File: src/sv/rgim_pkg.sv
// Shared types and constants for the rectilinear grid to image index map.
// Used by the interfaces, the controller, the datapath and the top level.
package rgim_pkg;

   localparam int COORD_W    = 32;
   localparam int CELLS_W    = 11;
   localparam int INDEX_W    = 30;
   localparam int ACT_W      = 2;
   localparam int AXIS_W     = 2;
   localparam int CSR_IDX_W  = 3;
   localparam int SPAN_W     = 34;
   localparam int SPAN_MAG_W = 33;
   localparam int DIV_CNT_W  = 6;
   localparam int CENTER_W   = 36;

   localparam logic [DIV_CNT_W-1:0] DIV_LAST  = 6'd32;
   localparam logic [AXIS_W-1:0]    AXIS_LAST = 2'd2;

   typedef enum logic [ACT_W-1:0] {
      ACT_CLEAR,
      ACT_APPEND,
      ACT_BUILD,
      ACT_NEXT
   } action_type;

   typedef enum logic [CSR_IDX_W-1:0] {
      REG_CELLS_X,
      REG_CELLS_Y,
      REG_CELLS_Z,
      REG_ORIGIN_X,
      REG_ORIGIN_Y,
      REG_ORIGIN_Z
   } csr_index_type;

   typedef enum logic [3:0] {
      ST_IDLE,
      ST_AXIS,
      ST_SPAN,
      ST_DIV,
      ST_FIX,
      ST_CELL,
      ST_PREV,
      ST_CUR,
      ST_CMP,
      ST_ZERO,
      ST_NEXT,
      ST_OUT
   } ctl_state_type;

   typedef struct packed {
      logic accept_clear;
      logic accept_append;
      logic accept_next;
      logic build_start;
      logic axis_init;
      logic span_calc;
      logic div_step;
      logic div_fix;
      logic cell_begin;
      logic prev_rd;
      logic cur_rd;
      logic miss_step;
      logic map_write_hit;
      logic map_write_zero;
      logic cell_next;
      logic axis_next;
      logic out_load;
   } cmd_type;

   typedef struct packed {
      logic div_done;
      logic start_ge_cnt;
      logic hit;
      logic r_last;
      logic cell_last;
      logic axis_last;
      logic rsp_busy;
   } status_type;

endpackage

File: src/sv/rgim_req_if.sv
// Request channel carrying one command beat.
// Depends on rgim_pkg for field widths.
interface rgim_req_if;
   logic                                valid;
   logic                                ready;
   logic [rgim_pkg::ACT_W-1:0]          action;
   logic [rgim_pkg::AXIS_W-1:0]         axis;
   logic signed [rgim_pkg::COORD_W-1:0] bound_value;

   modport source (output valid, output action, output axis, output bound_value, input ready);
   modport sink (input valid, input action, input axis, input bound_value, output ready);
endinterface

File: src/sv/rgim_ctrl.sv
// Controller state machine for the grid to image index map.
// Depends on rgim_pkg and rgim_req_if; drives the datapath by commands.
module rgim_ctrl (
   input  logic                   clock,
   input  logic                   reset,
   rgim_req_if.sink               req,
   input  rgim_pkg::status_type   status,
   output rgim_pkg::cmd_type      cmd
);

   rgim_pkg::ctl_state_type state_ff;
   rgim_pkg::ctl_state_type state_in;
   logic                    accept;

   assign req.ready = (state_ff == rgim_pkg::ST_IDLE) && !status.rsp_busy;
   assign accept    = req.valid && req.ready;

   always_ff @(posedge clock) begin
      if (reset) begin
         state_ff <= rgim_pkg::ST_IDLE;
      end else begin
         state_ff <= state_in;
      end
   end

   always_comb begin
      state_in = state_ff;
      case (state_ff)
         rgim_pkg::ST_IDLE: begin
            if (accept) begin
               if (rgim_pkg::action_type'(req.action) == rgim_pkg::ACT_BUILD) begin
                  state_in = rgim_pkg::ST_AXIS;
               end else if (rgim_pkg::action_type'(req.action) == rgim_pkg::ACT_NEXT) begin
                  state_in = rgim_pkg::ST_OUT;
               end
            end
         end
         rgim_pkg::ST_AXIS: state_in = rgim_pkg::ST_SPAN;
         rgim_pkg::ST_SPAN: state_in = rgim_pkg::ST_DIV;
         rgim_pkg::ST_DIV: begin
            if (status.div_done) begin
               state_in = rgim_pkg::ST_FIX;
            end
         end
         rgim_pkg::ST_FIX: state_in = rgim_pkg::ST_CELL;
         rgim_pkg::ST_CELL: begin
            state_in = status.start_ge_cnt ? rgim_pkg::ST_ZERO : rgim_pkg::ST_PREV;
         end
         rgim_pkg::ST_PREV: state_in = rgim_pkg::ST_CUR;
         rgim_pkg::ST_CUR: state_in = rgim_pkg::ST_CMP;
         rgim_pkg::ST_CMP: begin
            if (status.hit) begin
               state_in = rgim_pkg::ST_NEXT;
            end else if (status.r_last) begin
               state_in = rgim_pkg::ST_ZERO;
            end else begin
               state_in = rgim_pkg::ST_CUR;
            end
         end
         rgim_pkg::ST_ZERO: state_in = rgim_pkg::ST_NEXT;
         rgim_pkg::ST_NEXT: begin
            if (!status.cell_last) begin
               state_in = rgim_pkg::ST_CELL;
            end else if (!status.axis_last) begin
               state_in = rgim_pkg::ST_AXIS;
            end else begin
               state_in = rgim_pkg::ST_IDLE;
            end
         end
         rgim_pkg::ST_OUT: state_in = rgim_pkg::ST_IDLE;
         default: state_in = rgim_pkg::ST_IDLE;
      endcase
   end

   always_comb begin
      cmd = '0;
      case (state_ff)
         rgim_pkg::ST_IDLE: begin
            if (accept) begin
               case (rgim_pkg::action_type'(req.action))
                  rgim_pkg::ACT_CLEAR:  cmd.accept_clear  = 1'b1;
                  rgim_pkg::ACT_APPEND: cmd.accept_append = 1'b1;
                  rgim_pkg::ACT_BUILD:  cmd.build_start   = 1'b1;
                  rgim_pkg::ACT_NEXT:   cmd.accept_next   = 1'b1;
                  default:              cmd = '0;
               endcase
            end
         end
         rgim_pkg::ST_AXIS: cmd.axis_init  = 1'b1;
         rgim_pkg::ST_SPAN: cmd.span_calc  = 1'b1;
         rgim_pkg::ST_DIV:  cmd.div_step   = 1'b1;
         rgim_pkg::ST_FIX:  cmd.div_fix    = 1'b1;
         rgim_pkg::ST_CELL: cmd.cell_begin = 1'b1;
         rgim_pkg::ST_PREV: cmd.prev_rd    = 1'b1;
         rgim_pkg::ST_CUR:  cmd.cur_rd     = 1'b1;
         rgim_pkg::ST_CMP: begin
            if (status.hit) begin
               cmd.map_write_hit = 1'b1;
            end else begin
               cmd.miss_step = 1'b1;
            end
         end
         rgim_pkg::ST_ZERO: cmd.map_write_zero = 1'b1;
         rgim_pkg::ST_NEXT: begin
            if (!status.cell_last) begin
               cmd.cell_next = 1'b1;
            end else if (!status.axis_last) begin
               cmd.axis_next = 1'b1;
            end
         end
         rgim_pkg::ST_OUT: cmd.out_load = 1'b1;
         default: cmd = '0;
      endcase
   end

endmodule

File: src/flat_wrapper.sv
// flat-port wrapper written by rule: the top's interface ports become plain ports
module rgim_ctrl_flat 
  (clock, reset, status, cmd, req_valid, req_action, req_axis, req_bound_value, req_ready);
  rgim_req_if req_i ();
  input  logic clock;
  input  logic reset;
  input  rgim_pkg::status_type status;
  output rgim_pkg::cmd_type cmd;
  input wire logic [$bits(req_i.valid)-1:0] req_valid;
  input wire logic [$bits(req_i.action)-1:0] req_action;
  input wire logic [$bits(req_i.axis)-1:0] req_axis;
  input wire logic [$bits(req_i.bound_value)-1:0] req_bound_value;
  output wire logic [$bits(req_i.ready)-1:0] req_ready;
  assign req_i.valid = req_valid;
  assign req_i.action = req_action;
  assign req_i.axis = req_axis;
  assign req_i.bound_value = req_bound_value;
  assign req_ready = req_i.ready;
  rgim_ctrl u_core (.clock(clock), .reset(reset), .req(req_i), .status(status), .cmd(cmd));
endmodule
File: config.mk
export PLATFORM = sky130hd
export DESIGN_NAME = rgim_ctrl_flat
export DESIGN_NICKNAME = d
export VERILOG_FILES = /design/src/sv/rgim_pkg.sv /design/src/sv/rgim_req_if.sv /design/src/sv/rgim_ctrl.sv /design/src/flat_wrapper.sv
export SDC_FILE = /design/constraint.sdc
export NUM_CORES = 1
export LEC_CHECK = 0
export BUFFER_PORTS_ARGS = -buffer_cell sky130_fd_sc_hd__clkbuf_2
export CAP_MARGIN = 40
export CORE_UTILIZATION = 34
export DETAILED_ROUTE_END_ITERATION = 12
export PLACE_DENSITY = 0.94
export SLEW_MARGIN = 15
export SYNTH_ARGS = -nofsm -noshare
export SYNTH_HDL_FRONTEND = slang
export SYNTH_SLANG_ARGS = --single-unit
File: constraint.sdc
create_clock -name clock -period 4.2 [get_ports clock]
set_clock_uncertainty 0.2 [all_clocks]
set_input_delay 0.63 -clock clock [delete_from_list [all_inputs] [get_ports clock]]
set_output_delay 0.63 -clock clock [all_outputs]
set_load 0.1 [all_outputs]
Yosys cells after proc, flatten, opt, wreduce, memory -nomap -nowiden

Cells that the tools add are included.

Output and inout port bits: 18
Flip-flop bits (word level): 4

Mux-type cells: 32
Equal/unequal tests: 17
Reduce and logical (&&, ||, !) cells: 6

Operators with widths:

| kind               | number |
|---|---|
| $pmux 4 s11        | 1 |
| $mux 4             | 9 |
| $pmux 1 s2         | 9 |
| $mux 17            | 1 |
| $eq 4x3->1 const B | 4 |
| $eq 4x4->1 const B | 4 |
| $mux 1             | 10 |
| $eq 4x2->1 const B | 2 |
| $pmux 2 s2         | 2 |
| $eq 2x2->1 const B | 2 |
| $eq 4x1->1 const B | 1 |
| $logic_not 4->1    | 1 |
| $ne 3x3->1 const B | 1 |
| $reduce_and 3->1   | 1 |
| $eq 2x1->1 const B | 1 |
| $logic_and 1x1->1  | 2 |
| $logic_not 2->1    | 1 |
| $ne 2x1->1 const B | 1 |
| $ne 2x2->1 const B | 1 |
| $logic_not 1->1    | 1 |

Logic depth before layout (Yosys ltp)

Depth in word-level cells: 5
Gate-level depth with buffers: 5

Worst setup path after synthesis

Ideal clock, no wire load.

Path kind: flip-flop to output port
From: register u_core.state_ff[3]
To: output port cmd[1] (netlist name)
Cell stages (with the launch flop): 3
Data arrival time: 3.937 ns
Setup slack: -0.567 ns
Data required time: 3.370 ns
Cell sequence: dfxtp_1 -> or3b_1 -> nor4b_1

RTL lines:

| item                   | line              | text |
|---|---|---|
| from (decl)            | rgim_ctrl.sv:11   | `rgim_pkg::ctl_state_type state_ff;` |
| from (signal assigned) | rgim_ctrl.sv:20   | `state_ff <= rgim_pkg::ST_IDLE;` |
| from (signal assigned) | rgim_ctrl.sv:22   | `state_ff <= state_in;` |
| to (decl)              | flat_wrapper.sv:8 | `output rgim_pkg::cmd_type cmd;` |

==> metrics.txt <==
status=finished clean; met1 usage=0.2370; Die X=40.80 um; die area=0.001664 mm^2; gpl congestion=0.8004; Final Net Count=144; layout cells sized above 1=0.3958; Biggest register=u_core.state_ff; Setup Fix Bufs, Post-CTS=0; Placed Cells=108; static leakage=0.3022 nW; Finished Layout Cells=111; fill count=149; Placed Area=649.4 um^2; total track usage=0.1939; Syn Nets=115; final instance area=671.9 um^2; Core Region=0.001350 mm^2; relative slew slack=0.5792; global-route met3 utilization=0.06522; clock sink count=4; CTS tree=yes; met2 usage=0.3438; Hold Buf Count CTS=0; first-pass GRT wire length=2.187 mm; Setup Crit Path Kind=reg -> out; Slowest-stage cell, CP=dfxtp_1; Synth warnings=0; CTS H-Tree Depth=1; Peak Freq=341.7 MHz; power density over the cells=721.3 mW/mm^2; CP max stage delay=0.71 ns; cts repair resizes=0; Worst-Margin Slew=0.6304 ns; 1st-pass router iterations=4; Hold WC Path Type=in -> reg; Synth-to-Final Area Change=31.30%; Starting Density=0.3791; antenna-violating nets left=0; row cnt=13; Post-synth EDFFs=0; area share of the largest cell type after synthesis=0.1565; DRT Wirelength=1.346 mm; crit path max fanout=22; final hold violations=0; synthesized cell area=511.7 um^2; die span in y=40.80 um; biggest area consumer among synthesized cells=dfxtp_1; CTS clk-pin slew, worst paths=0.04 ns; Fin Hold WS=0.4840 ns; synthesized area per cell=7.417 um^2; vias in the first global route=530; DRC=0; max reg flops=4; Synth area leaders=dfxtp_1 (16%), nand2b_1 (7.3%), nor3_1 (6.8%); Regs by FF count=u_core.state_ff (4); grt ovf=0; Setup crit end kind=output pin; DR vias/cell=5.757; Setup Viol. Count Final=0; VDD IR max=0.4836 mV; Max Slew Vio Count=0; Inserted Clock Buffers=3; arrival time worst endpoint=2.10 ns; synthesis-stage register bit count=4; WL/cell=12.13 um; grt peak-use layer=met2; max-cap check violation count=0; antenna violations before repair=0; Detailed Place HPWL=1.009 mm; crit path time final=2.927 ns; RSZ-0062 raised after global routing=no; critical path cell sequence=or2b_1 > or2_1 > inv_1 > clkbuf_2; num ports=64; CTS root buf=clkbuf_4; CP Launch Type=flip-flop; Total Power=484.7 uW; worst path required time=3.37 ns; largest net degree at the start of global routing=23; register area share after synthesis=0.1565; ys async rst share=0; Clock Latency Late Sink=0.24 ns; Mapped Cells=69; 1st-iter DRT viols=16; Final Cycle Share=0.6968; ANT cells=0; via count=639; Port Buffers=29; total negative setup slack=0 ns; Synth Flop Type=dfxtp_1; number of library cell types mapped by synthesis=36; clock tree buffer depth=2
report_power, final:
part           switching [mW]  internal (mW)  total, mW
clock                  0.0165         0.0320     0.0485
sequential             0.0540         0.0511      0.105
combinational           0.245         0.0864      0.331
total                   0.315          0.169      0.485
synthesized netlist by cell type, drive strengths merged (2+ instances only):
master	instances
dfxtp	4
o221a	2
nor2b	3
nor3	7
nand2b	6
nand3b	2
nand2	3
a21oi	4
inv	2
nor3b	4
and3	2
buf	4
or3b	2
nor2	4
or3	2
cell usage in the layout (no fill, tap or decap), drive strengths merged, types with 2 or more instances in the layout:
master  count
clkbuf     32
nor3        7
nand2b      6
nor3b       4
nor2        4
a21oi       4
dfxtp       4
nor2b       3
nand2       3
inv         2
or3         2
nand3b      2
o221a       2
and3        2
or3b        2
metal layers:
layer,up-vias,routed length (um)
li1,314,-
met1,298,583
met2,27,679
met3,0,83
met4,0,0
met5,-,0
stage by stage:
step                setup slack, ns  utilization
finish                        1.273       0.4977
floorplan                    0.2616            -
global route                  1.113       0.4977
global placement              1.584       0.4810
detailed placement            1.508       0.4810
CTS                           1.254       0.4977
layout make-up:
cell class              instances  area [um^2]  share of cell area
inverters                       2        7.507             0.01117
clock buffers                   3        22.52             0.03352
repair buffers                 29        145.1              0.2160
well taps                      15        18.77             0.02793
multi-input cells              58        397.9              0.5922
flip-flops and latches          4        80.08              0.1192
final timing paths:
check                                   from                         endpoint  slack [ns]  depth (start not counted)
max reg2reg  u_core.state_ff[1]$_SDFFE_PP0P_  u_core.state_ff[2]$_SDFFE_PP0P_        2.26                          3
min reg2reg  u_core.state_ff[0]$_SDFFE_PP0P_  u_core.state_ff[1]$_SDFFE_PP0P_        0.62                          2
min                                    reset  u_core.state_ff[1]$_SDFFE_PP0P_        0.48                          3
max          u_core.state_ff[1]$_SDFFE_PP0P_                          cmd[10]        1.27                          4
critical path, delay by kind of cell (launching register included):
kind | cells | cell delay (ns)
buffers and inverters | 2 | 0.52
and+or+nand+nor | 2 | 0.63
DFF | 1 | 0.71
cell families (layout without fill, tap and decap cells):
group	count (synthesis)	count (layout)	share of synthesized area
AO/OA/AOI/OAI	15	15	0.2250
flip-flops	4	4	0.1565
buffers and inverters	7	34	0.07824
AND/OR/NAND/NOR	43	43	0.5403
Power figures use the tool's default switching activity.
